## src/rtl/vsmu_pkg.sv

```systemverilog
`timescale 1ns / 1ps

package vsmu_pkg;

    // Result word width and fixed-point constants
    localparam int VALUE_W = 18;
    localparam logic [VALUE_W-1:0] Q_ONE = 18'd65536;
    localparam logic [VALUE_W-1:0] Q_CAP = 18'd131072;

    // 1.0 in signed Q8.8
    localparam int ONE_Q88 = 256;

    // Quotient bits produced by the shared divider (integer bit plus 16 fraction bits)
    localparam int DIV_STEPS = 17;

    // Metric select codes
    localparam logic [1:0] MODE_COS = 2'd0;
    localparam logic [1:0] MODE_HAM = 2'd1;
    localparam logic [1:0] MODE_JAC = 2'd2;

endpackage

```

## src/rtl/vector_similarity_metric_unit.sv

```systemverilog
`timescale 1ns / 1ps

// Vector similarity unit: element pairs of two vectors (signed Q8.8) arrive on the s_ channel,
// and the pair marked s_last produces one word on the m_ channel: cosine distance (Q2.16),
// Hamming mismatch count or Jaccard coefficient (Q2.16, at most 1.0), as selected by the mode register.
// One multiplier is shared for a*b, a*a and b*b, so each pair passes through accept,
// the three multiplies and the last accumulate.
// At the end of a vector, Hamming, the unused mode, a zero norm and an empty Jaccard union
// go straight to the output; Jaccard runs the 17-step restoring divider, and cosine runs two bit-pair
// square roots in one shared root unit, the norm product on the shared multiplier, then the divider.
// The block takes no pair until the result word has been accepted.
// Pairs beyond MAX_LEN are dropped and flagged with m_count_saturated.
module vector_similarity_metric_unit
    import vsmu_pkg::*;
#(
    parameter int MAX_LEN    = 4096,
    parameter int ELEM_WIDTH = 16
) (
    input  logic                         aclk,
    input  logic                         aresetn,
    input  logic                         cfg_we,
    input  logic [1:0]                   cfg_wdata,
    input  logic                         s_valid,
    output logic                         s_ready,
    input  logic signed [ELEM_WIDTH-1:0] s_elem_a,
    input  logic signed [ELEM_WIDTH-1:0] s_elem_b,
    input  logic                         s_last,
    output logic                         m_valid,
    input  logic                         m_ready,
    output logic [VALUE_W-1:0]           m_metric_value,
    output logic                         m_zero_norm,
    output logic                         m_count_saturated
);

    localparam int CNT_W   = $clog2(MAX_LEN + 1);
    localparam int PC_W    = $clog2(MAX_LEN + 2);
    localparam int ACC_RAW = 2 * ELEM_WIDTH + CNT_W;
    localparam int ACC_W   = (ACC_RAW > 64) ? 64 : ACC_RAW;
    localparam int SQ_W    = ACC_W + (ACC_W % 2);
    localparam int RT_W    = SQ_W / 2;
    localparam int MUL_W   = (ELEM_WIDTH > RT_W + 1) ? ELEM_WIDTH : RT_W + 1;
    localparam int PRD_W   = 2 * MUL_W;
    localparam int PX_W    = (PRD_W > ACC_W) ? PRD_W : ACC_W;
    localparam int DEN_W   = 2 * RT_W;
    localparam int SUM_W   = CNT_W + 2;
    localparam int DV_M1   = (DEN_W > ACC_W) ? DEN_W : ACC_W;
    localparam int DV_W    = ((DV_M1 > SUM_W) ? DV_M1 : SUM_W) + 1;
    localparam logic [SQ_W-1:0] SQ_TOP = {2'b01, {(SQ_W-2){1'b0}}};

    localparam logic [3:0] S_IDLE = 4'd0;
    localparam logic [3:0] S_MAB  = 4'd1;
    localparam logic [3:0] S_MAA  = 4'd2;
    localparam logic [3:0] S_MBB  = 4'd3;
    localparam logic [3:0] S_MADD = 4'd4;
    localparam logic [3:0] S_DISP = 4'd5;
    localparam logic [3:0] S_SQA  = 4'd6;
    localparam logic [3:0] S_SQB  = 4'd7;
    localparam logic [3:0] S_DMUL = 4'd8;
    localparam logic [3:0] S_DCHK = 4'd9;
    localparam logic [3:0] S_DIV  = 4'd10;
    localparam logic [3:0] S_POST = 4'd11;
    localparam logic [3:0] S_OUT  = 4'd12;

    logic [3:0]                   state_reg;
    logic [1:0]                   mode_reg;
    logic signed [ELEM_WIDTH-1:0] a_reg, b_reg;
    logic                         last_reg, acc_en_reg;
    logic signed [PRD_W-1:0]      prod_reg;
    logic [ACC_W-1:0]             dot_reg, na_reg, nb_reg;
    logic [CNT_W-1:0]             mis_reg, both_reg, oa_reg, ob_reg;
    logic [PC_W-1:0]              pair_reg;
    logic [SQ_W-1:0]              sq_x_reg, sq_res_reg, sq_bit_reg;
    logic [RT_W-1:0]              ra_reg, rb_reg;
    logic [DV_W-1:0]              dv_r_reg, dv_d_reg;
    logic [4:0]                   dv_cnt_reg;
    logic [VALUE_W-1:0]           q_reg;
    logic                         m_valid_reg, zero_reg, sat_reg;
    logic [VALUE_W-1:0]           value_reg;

    logic signed [MUL_W-1:0] mul_x, mul_y;
    logic signed [PRD_W-1:0] mul_p;
    logic signed [PX_W-1:0]  prod_x;
    logic [ACC_W-1:0]        prod_acc;
    logic [SQ_W-1:0]         sq_sum, sq_x_n, sq_res_n;
    logic                    sq_ge;
    logic [DV_W-1:0]         dv_rr, dv_sub, dv_den2;
    logic                    dv_ge;
    logic                    dot_neg;
    logic [ACC_W-1:0]        dot_mag;
    logic [DEN_W-1:0]        den;
    logic [SUM_W-1:0]        jsum;
    logic [VALUE_W:0]        cos_neg_sum;
    logic [VALUE_W-1:0]      post_val, fin_val;
    logic                    fin, fin_zero;
    logic                    a_one, b_one, a_zero, b_zero;

    // Shared multiplier operand select
    always_comb begin
        case (state_reg)
            S_MAB: begin
                mul_x = MUL_W'(a_reg);
                mul_y = MUL_W'(b_reg);
            end
            S_MAA: begin
                mul_x = MUL_W'(a_reg);
                mul_y = MUL_W'(a_reg);
            end
            S_MBB: begin
                mul_x = MUL_W'(b_reg);
                mul_y = MUL_W'(b_reg);
            end
            default: begin
                mul_x = $signed({{(MUL_W-RT_W){1'b0}}, ra_reg});
                mul_y = $signed({{(MUL_W-RT_W){1'b0}}, rb_reg});
            end
        endcase
    end

    assign mul_p    = mul_x * mul_y;
    assign prod_x   = PX_W'(prod_reg);
    assign prod_acc = prod_x[ACC_W-1:0];

    // Shared square-root step, two bits of radicand per cycle
    assign sq_sum   = sq_res_reg + sq_bit_reg;
    assign sq_ge    = sq_x_reg >= sq_sum;
    assign sq_x_n   = sq_ge ? (sq_x_reg - sq_sum) : sq_x_reg;
    assign sq_res_n = sq_ge ? ((sq_res_reg >> 1) + sq_bit_reg) : (sq_res_reg >> 1);

    // Shared restoring divider step
    assign dv_rr  = (dv_cnt_reg == 5'd0) ? dv_r_reg : {dv_r_reg[DV_W-2:0], 1'b0};
    assign dv_ge  = dv_rr >= dv_d_reg;
    assign dv_sub = dv_rr - dv_d_reg;

    // Cosine operands and the Jaccard denominator
    assign dot_neg = dot_reg[ACC_W-1];
    assign dot_mag = dot_neg ? (~dot_reg + ACC_W'(1)) : dot_reg;
    assign den     = prod_reg[DEN_W-1:0];
    assign dv_den2 = DV_W'(den) << 1;
    assign jsum    = SUM_W'(both_reg) + SUM_W'(oa_reg) + SUM_W'(ob_reg);

    // Jaccard set membership of the incoming pair
    assign a_one  = s_elem_a == ONE_Q88;
    assign b_one  = s_elem_b == ONE_Q88;
    assign a_zero = s_elem_a == '0;
    assign b_zero = s_elem_b == '0;

    // Map quotient to the final metric
    assign cos_neg_sum = {1'b0, q_reg} + {1'b0, Q_ONE};
    always_comb begin
        if (mode_reg == MODE_JAC) begin
            post_val = q_reg;
        end else if (dot_neg) begin
            post_val = (cos_neg_sum > {1'b0, Q_CAP}) ? Q_CAP : cos_neg_sum[VALUE_W-1:0];
        end else begin
            post_val = (q_reg >= Q_ONE) ? '0 : (Q_ONE - q_reg);
        end
    end

    // Decide when a result word is ready
    always_comb begin
        fin      = 1'b0;
        fin_val  = '0;
        fin_zero = 1'b0;
        case (state_reg)
            S_DISP: begin
                case (mode_reg)
                    MODE_COS: begin
                        if (na_reg == '0 || nb_reg == '0) begin
                            fin      = 1'b1;
                            fin_zero = 1'b1;
                        end
                    end
                    MODE_HAM: begin
                        fin     = 1'b1;
                        fin_val = VALUE_W'(mis_reg);
                    end
                    MODE_JAC: begin
                        fin = (jsum == '0);
                    end
                    default: begin
                        fin = 1'b1;
                    end
                endcase
            end
            S_POST: begin
                fin     = 1'b1;
                fin_val = post_val;
            end
            default: begin
                fin = 1'b0;
            end
        endcase
    end

    always_ff @(posedge aclk) begin
        if (!aresetn) begin
            state_reg   <= S_IDLE;
            mode_reg    <= MODE_COS;
            m_valid_reg <= 1'b0;
            acc_en_reg  <= 1'b0;
            last_reg    <= 1'b0;
            dot_reg     <= '0;
            na_reg      <= '0;
            nb_reg      <= '0;
            mis_reg     <= '0;
            both_reg    <= '0;
            oa_reg      <= '0;
            ob_reg      <= '0;
            pair_reg    <= '0;
            dv_cnt_reg  <= '0;
        end else begin
            if (cfg_we) begin
                mode_reg <= cfg_wdata;
            end
            case (state_reg)
                // Take a pair and update the counts
                S_IDLE: begin
                    if (s_valid) begin
                        a_reg    <= s_elem_a;
                        b_reg    <= s_elem_b;
                        last_reg <= s_last;
                        if (pair_reg < PC_W'(MAX_LEN)) begin
                            acc_en_reg <= 1'b1;
                            pair_reg   <= pair_reg + PC_W'(1);
                            if (s_elem_a != s_elem_b) begin
                                mis_reg <= mis_reg + CNT_W'(1);
                            end
                            if (a_one && b_one) begin
                                both_reg <= both_reg + CNT_W'(1);
                            end else if (a_one && b_zero) begin
                                oa_reg <= oa_reg + CNT_W'(1);
                            end else if (a_zero && b_one) begin
                                ob_reg <= ob_reg + CNT_W'(1);
                            end
                        end else begin
                            acc_en_reg <= 1'b0;
                            pair_reg   <= PC_W'(MAX_LEN + 1);
                        end
                        state_reg <= S_MAB;
                    end
                end
                S_MAB: begin
                    prod_reg  <= mul_p;
                    state_reg <= S_MAA;
                end
                S_MAA: begin
                    prod_reg <= mul_p;
                    if (acc_en_reg) begin
                        dot_reg <= dot_reg + prod_acc;
                    end
                    state_reg <= S_MBB;
                end
                S_MBB: begin
                    prod_reg <= mul_p;
                    if (acc_en_reg) begin
                        na_reg <= na_reg + prod_acc;
                    end
                    state_reg <= S_MADD;
                end
                S_MADD: begin
                    if (acc_en_reg) begin
                        nb_reg <= nb_reg + prod_acc;
                    end
                    state_reg <= last_reg ? S_DISP : S_IDLE;
                end
                // Start the end-of-vector work
                S_DISP: begin
                    sq_x_reg   <= SQ_W'(na_reg);
                    sq_res_reg <= '0;
                    sq_bit_reg <= SQ_TOP;
                    dv_r_reg   <= DV_W'(both_reg);
                    dv_d_reg   <= DV_W'(jsum);
                    dv_cnt_reg <= '0;
                    q_reg      <= '0;
                    state_reg  <= fin ? S_OUT : ((mode_reg == MODE_JAC) ? S_DIV : S_SQA);
                end
                S_SQA: begin
                    sq_x_reg   <= sq_x_n;
                    sq_res_reg <= sq_res_n;
                    sq_bit_reg <= sq_bit_reg >> 2;
                    if (sq_bit_reg[0]) begin
                        ra_reg     <= sq_res_n[RT_W-1:0];
                        sq_x_reg   <= SQ_W'(nb_reg);
                        sq_res_reg <= '0;
                        sq_bit_reg <= SQ_TOP;
                        state_reg  <= S_SQB;
                    end
                end
                S_SQB: begin
                    sq_x_reg   <= sq_x_n;
                    sq_res_reg <= sq_res_n;
                    sq_bit_reg <= sq_bit_reg >> 2;
                    if (sq_bit_reg[0]) begin
                        rb_reg    <= sq_res_n[RT_W-1:0];
                        state_reg <= S_DMUL;
                    end
                end
                S_DMUL: begin
                    prod_reg  <= mul_p;
                    state_reg <= S_DCHK;
                end
                // Saturate the quotient when |dot| reaches twice the norm product, else start the divider
                S_DCHK: begin
                    dv_d_reg   <= DV_W'(den);
                    dv_r_reg   <= DV_W'(dot_mag);
                    dv_cnt_reg <= '0;
                    if (DV_W'(dot_mag) >= dv_den2) begin
                        q_reg     <= Q_CAP;
                        state_reg <= S_POST;
                    end else begin
                        q_reg     <= '0;
                        state_reg <= S_DIV;
                    end
                end
                S_DIV: begin
                    dv_r_reg   <= dv_ge ? dv_sub : dv_rr;
                    q_reg      <= {q_reg[VALUE_W-2:0], dv_ge};
                    dv_cnt_reg <= dv_cnt_reg + 5'd1;
                    if (dv_cnt_reg == 5'(DIV_STEPS - 1)) begin
                        state_reg <= S_POST;
                    end
                end
                S_POST: begin
                    state_reg <= S_OUT;
                end
                // Hold the word until taken
                S_OUT: begin
                    if (m_ready) begin
                        m_valid_reg <= 1'b0;
                        state_reg   <= S_IDLE;
                    end
                end
                default: begin
                    state_reg <= S_IDLE;
                end
            endcase
            // Register the result and clear the accumulators
            if (fin) begin
                value_reg   <= fin_val;
                zero_reg    <= fin_zero;
                sat_reg     <= pair_reg > PC_W'(MAX_LEN);
                m_valid_reg <= 1'b1;
                dot_reg     <= '0;
                na_reg      <= '0;
                nb_reg      <= '0;
                mis_reg     <= '0;
                both_reg    <= '0;
                oa_reg      <= '0;
                ob_reg      <= '0;
                pair_reg    <= '0;
            end
        end
    end

    assign s_ready           = state_reg == S_IDLE;
    assign m_valid           = m_valid_reg;
    assign m_metric_value    = value_reg;
    assign m_zero_norm       = zero_reg;
    assign m_count_saturated = sat_reg;

    a_no_overlap: assert property (@(posedge aclk) disable iff (!aresetn)
        s_ready |-> !m_valid)
        else $error("input ready while a result word is pending");

    a_cleared: assert property (@(posedge aclk) disable iff (!aresetn)
        m_valid |-> (pair_reg == '0 && dot_reg == '0 && mis_reg == '0))
        else $error("accumulators not cleared after result");

    a_zero_val: assert property (@(posedge aclk) disable iff (!aresetn)
        (m_valid && m_zero_norm) |-> (m_metric_value == '0))
        else $error("zero norm flag with nonzero value");

    a_range: assert property (@(posedge aclk) disable iff (!aresetn)
        m_valid |-> (m_metric_value <= Q_CAP))
        else $error("result word out of range");

endmodule
```

## config.mk

```make
export PLATFORM = sky130hd
export DESIGN_NAME = vector_similarity_metric_unit
export DESIGN_NICKNAME = d
export VERILOG_FILES = /design/src/rtl/vsmu_pkg.sv /design/src/rtl/vector_similarity_metric_unit.sv
export SDC_FILE = /design/constraint.sdc
export NUM_CORES = 2
export LEC_CHECK = 0
export BUFFER_PORTS_ARGS = -buffer_cell sky130_fd_sc_hd__buf_4
export CORE_AREA = 2 2 317 319
export CTS_CLUSTER_DIAMETER = 120
export CTS_CLUSTER_SIZE = 40
export DETAILED_ROUTE_END_ITERATION = 12
export DIE_AREA = 0 0 319 321
export PLACE_DENSITY = 0.85
export SKIP_CTS_REPAIR_TIMING = 1
export SLEW_MARGIN = 10
export SYNTH_ARGS = -nofsm -noshare
export SYNTH_HDL_FRONTEND = slang
export SYNTH_SLANG_ARGS = --single-unit
```

## constraint.sdc

```tcl
create_clock -name aclk -period 12.5 [get_ports aclk]
set_clock_uncertainty 0.2 [all_clocks]
set_input_delay 2.5 -clock aclk [delete_from_list [all_inputs] [get_ports aclk]]
set_output_delay 2.5 -clock aclk [all_outputs]
set_load 0.005 [all_outputs]
```

## Yosys cells after proc, flatten, opt, wreduce, memory -nomap -nowiden

Cells that the tools add are included.

- Bits in registers: 608
- Input port bits: 40
- Output and inout port bits: 22
- Logic and storage cells: 165

- $add $sub $neg: 18
- Multipliers: 1
- Magnitude comparators: 7
- Equality and inequality tests: 23
- Mux-type cells: 42
- Bitwise logic cells: 4
- Reduce and logical (&&, ||, !) cells: 42

Operators with widths:

| kind | count |
|---|---|
| case mux 46 bit (3 select lines) | 3 |
| 2-to-1 mux 46 bit | 4 |
| case mux 47 bit (3 select lines) | 1 |
| adder 45 bit | 3 |
| case mux 24 bit (2 select lines) | 2 |
| 2-to-1 mux 47 bit | 2 |
| case mux 47 bit (2 select lines) | 1 |
| logical NOT 45 bit | 2 |
| 2-to-1 mux 18 bit | 5 |
| 2-to-1 mux 45 bit | 2 |
| adder 13 x 1 -> 13 bit (second input constant) | 5 |
| case mux 18 bit (3 select lines) | 1 |
| case mux 4 bit (13 select lines) | 1 |
| >= comparator 45 x 47 -> 1 bit | 1 |
| >= comparator 47 bit | 1 |
| subtractor 47 bit | 1 |
| adder 45 x 46 -> 46 bit | 1 |
| adder 46 bit | 1 |
| >= comparator 46 bit | 1 |
| multiplier 24 x 24 -> 46 bit | 1 |
| subtractor 46 bit | 1 |
| adder 45 x 1 -> 45 bit (second input constant) | 1 |
| inverter 45 bit | 1 |
| case mux 18 bit (2 select lines) | 1 |
| other kinds (42) | 94 |

## Depth between registers and ports, before layout

- Depth after elaboration: 7
- Gate-level depth with buffers: 34
- Depth with buffers taken out: 30

## Worst setup path after synthesis

OpenSTA, ideal clock, no wires.

- Kind: reg-to-reg
- From: register state_reg[2]
- To: register prod_reg[45], data pin
- Setup time: 0.167 ns
- Arrival: 8.278 ns
- Data required time: 12.133 ns
- Slack: 3.855 ns
- Cell stages (with the launch flop): 33
- Path buffers: 5
- Period minus slack after synthesis: 8.645 ns
- Cell sequence: dfxtp_1 clkbuf_1 or2_2 clkbuf_1 clkbuf_1 nor2_1 clkbuf_1 nand3_1 o21ai_0 clkbuf_1 nor2_1 fa_1 inv_1 fa_1 fa_1 fa_1 inv_1 fa_1 inv_1 fa_1 fa_1 inv_1 ha_1 a21o_1 a21oi_1 o21ai_0 o211a_1 a2111oi_1 o21ai_0 a21o_1 a21oi_1 nor2_1 a211oi_1

- Longest elaborated chain between the ends: 4
- Elaborated cells on any way between the ends: 8
- Classes of those cells: mul (1); eq/ne (3); mux (2); reduce/logical (2)

Ends and longest elaborated chain:

| element | line | RTL |
|---|---|---|
| start, declared | vector_similarity_metric_unit.sv:64 | `logic [3:0] state_reg;` |
| start signal, assigned | vector_similarity_metric_unit.sv:264 | `state_reg <= last_reg ? S_DISP : S_IDLE;` |
| start signal, assigned | vector_similarity_metric_unit.sv:275 | `state_reg <= fin ? S_OUT : ((mode_reg == MODE_JAC) ? S_DIV : S_SQA);` |
| equality test 4 x 2 -> 1 bit or equality test 4 x 1 -> 1 bit (tied branches) | vector_similarity_metric_unit.sv:99 | `case (state_reg)` |
| OR reduction 2 bit (no source line) | -- |  |
| case mux 24 bit (2 select lines) | vector_similarity_metric_unit.sv:99 |  |
| multiplier 24 x 24 -> 46 bit (*) | vector_similarity_metric_unit.sv:119 | `assign mul_p = mul_x * mul_y;` |
| via mul_p[45] | vector_similarity_metric_unit.sv:81 | `logic signed [PRD_W-1:0] mul_p;` |
| end signal, assigned | vector_similarity_metric_unit.sv:243 | `prod_reg <= mul_p;` |
| end signal, assigned | vector_similarity_metric_unit.sv:247 | `prod_reg <= mul_p;` |
| end signal, assigned | vector_similarity_metric_unit.sv:254 | `prod_reg <= mul_p;` |
| end, declared | vector_similarity_metric_unit.sv:68 | `logic signed [PRD_W-1:0] prod_reg;` |

The timed path passes the listed nets; every way through them passes the cells marked *.
A chain may end at the register's enable or synchronous reset.

## Worst setup path in the final report

- From: register state_reg[0]
- To: register prod_reg[45], data pin

The elaborated chain is that of the path after synthesis.

==> reports/metrics.cfg <==
[synth]
synth_compound_area_frac = 0.166
synthMuxAreaShare = 0.0138
syn_area_per_cell_um2 = 8.69
synthSimpleGateAreaFrac = 0.176
synthCells = 7332
yosys_warnings = 0
syn-cell-area_um2 = 63700
synth_xor_area_frac = 0.0551
syn-num-nets = 8450
ys_seq_elements = 584
ys_seq_area_frac = 0.242
synth_top_family_by_area = adder cells
synthArstFlopShare = 0
synth_edf_count = 370
synth_adder_area_share = 0.283
yosysUniqueCellTypes = 104
ys.flop_type = edfxtp_1

[placement]
numPortBuffers = 61
dp_hpwl_um = 153000
gp_congestion = 1.10

[critical_path]
start_kind = register
cpMostUsedCell = fa_1
arrival_ns = 11.12
critPathKind = reg -> reg
crit_fanout = 33
crit_path_end_kind = register
slowest_delay_ns = 0.92
required_ns = 12.82
cpMaxStageDelayCell = nand2_1

[route]
vias = 54900
drt-wirelength-per-cell_um = 22.8
drcViolationCount = 0
viasPerCell = 6.46
first_iter_violations = 6459
dr.pass1.iters = 6
routed_wl_um = 194000
ant_nets = 0

[layout]
area_growth_pct = 3.83
largest_reg_flops = 47
final_common_cell = nand2_1
drive_gt1_frac = 0.0433
final.fill_count = 8156
final_cell_mix = nand2_1, inv_1, nor2_1
final_nets = 8311

[floorplanning]
core_area_um2 = 99300
pin_count = 62
start_util = 0.642
die_h_um = 321
dieArea_um2 = 102000
die_w_um = 319
num_rows = 116

[global_routing]
grt_antenna_before_repair = 5
grt_max_degree = 200
grt_usage = 0.375
grt_pass1_wl_um = 300000
grt-ovfl-total = 0
grt_pass1_vias = 53100

[cts]
cts_tree = built
root_buffer = clkbuf_16
worstSkewPairLatency_ns = 0.69
clk_path_buf_depth = 3
clock-sinks = 584
htree_levels = 1
clk_pin_slew_worst_paths_ns = 0.15
cts_buffers = 23

[timing]
fin_crit_ns = 10.80
worstMarginPinSlew_ns = 1.36
setup_viol_count_final = 0
timing.fmax_mhz = 92.6
fin_crit_sh = 0.864
finalMaxSlewViolations = 0
finalSetupTns_ns = 0
hold_viol = 0
rsz0062_at_grt = false
relSlewSlack = 0.0905

[run_status]
outcome = completed

[worst_hold_path]
hold_path_class = reg -> reg

[job]
cap_viol_max_count = 0

[cell usage after synthesis, types with 16 or more instances]
library cell,number,area [µm²]
a211o_1,16,140
a211oi_1,67,503
a21boi_0,17,128
a21o_1,188,1410
a21oi_1,488,2440
a22oi_1,20,150
a31o_2,17,149
a31oi_1,84,526
and2_1,62,388
and3_1,105,657
buf_1,20,75.1
buf_2,38,190
clkbuf_1,235,882
dfxtp_1,214,4280
edfxtp_1,370,11100
fa_1,608,12200
ha_1,470,5880
inv_1,768,2880
mux2_2,47,529
mux2i_1,35,350
nand2_1,898,3370
nand2b_1,41,257
nand3_1,173,866
nand4_1,78,488
nor2_1,714,2680
nor2b_1,59,369
nor3_1,104,521
nor3b_1,20,150
nor4_1,43,269
o211ai_1,27,203
o21a_1,65,488
o21ai_0,358,1790
o21ai_1,29,145
o21bai_1,39,293
o22ai_1,28,175
o311ai_0,16,140
o31a_1,21,184
o31ai_1,37,278
or2_2,20,125
or3_1,69,432
xnor2_1,246,2150
xor2_1,155,1360
[cells by family after synthesis]
| group | after synthesis |
|---|---|
| AOI/OAI and AO/OA | 1660 |
| buffers and inverters | 1066 |
| DFF | 584 |
| adders and majority gates | 1078 |
| muxes | 82 |
| and+or+nand+nor | 2461 |
| xor gates and xnor gates | 401 |
[metal layers]
layer | vias up | part of all wire | track usage
met4 | 8 | 0.078 | 0.230
met5 | - | 0.00032 | 0
li1 | 24900 | - | -
met1 | 26200 | 0.38 | 0.488
met3 | 754 | 0.12 | 0.0925
met2 | 3027 | 0.42 | 0.567
[final timing paths]
check                    start            to  slack (ns)  cells past startpoint
setup / recovery  state_reg[0]  prod_reg[45]        1.70                     27
hold / removal      na_reg[22]    na_reg[22]        0.31                      2
setup reg to reg  state_reg[0]  prod_reg[45]        1.70                     27
hold reg to reg     na_reg[22]    na_reg[22]        0.31                      2
[area by class of cell]
cell class,count,area (µm²),share of cell area
Sequential cell,584,15400,0.233
Inverter,770,2890,0.0437
Antenna cell,2,5.00,0.0000757
Multi-Input combinational cell,5682,44400,0.671
Clock buffer,28,594,0.00898
Clock inverter,14,273,0.00412
Tap cell,1298,1620,0.0245
Timing Repair Buffer,132,1010,0.0153
[stage by stage]
stage / std cells / cell area (µm²) / hold slack [ns] / utilization / setup slack (ns)
floorplan: 7332 / 63700 / 0.249 / - / 3.85
global placement: 8465 / 65300 / 0.263 / 0.657 / 2.25
detailed placement: 8465 / 65300 / 0.288 / 0.657 / 1.92
CTS: 8507 / 66100 / 0.306 / 0.666 / 1.89
global route: 8508 / 66100 / 0.330 / 0.666 / 1.30
finish: 8510 / 66200 / 0.306 / 0.666 / 1.70
[worst max-delay path: cells and delay by family, from the launching register on]
family	cells	cell delay [ns]
flip-flops	1	0.50
buffers and inverters	4	1.01
adder cells (fa/ha/maj)	8	3.98
AND/OR/NAND/NOR	6	2.28
AO/OA/AOI/OAI	9	2.65
Power is left out: the tool's default activity adds up to more than one toggle a clock period on the data nets, which glitch-free logic cannot reach.
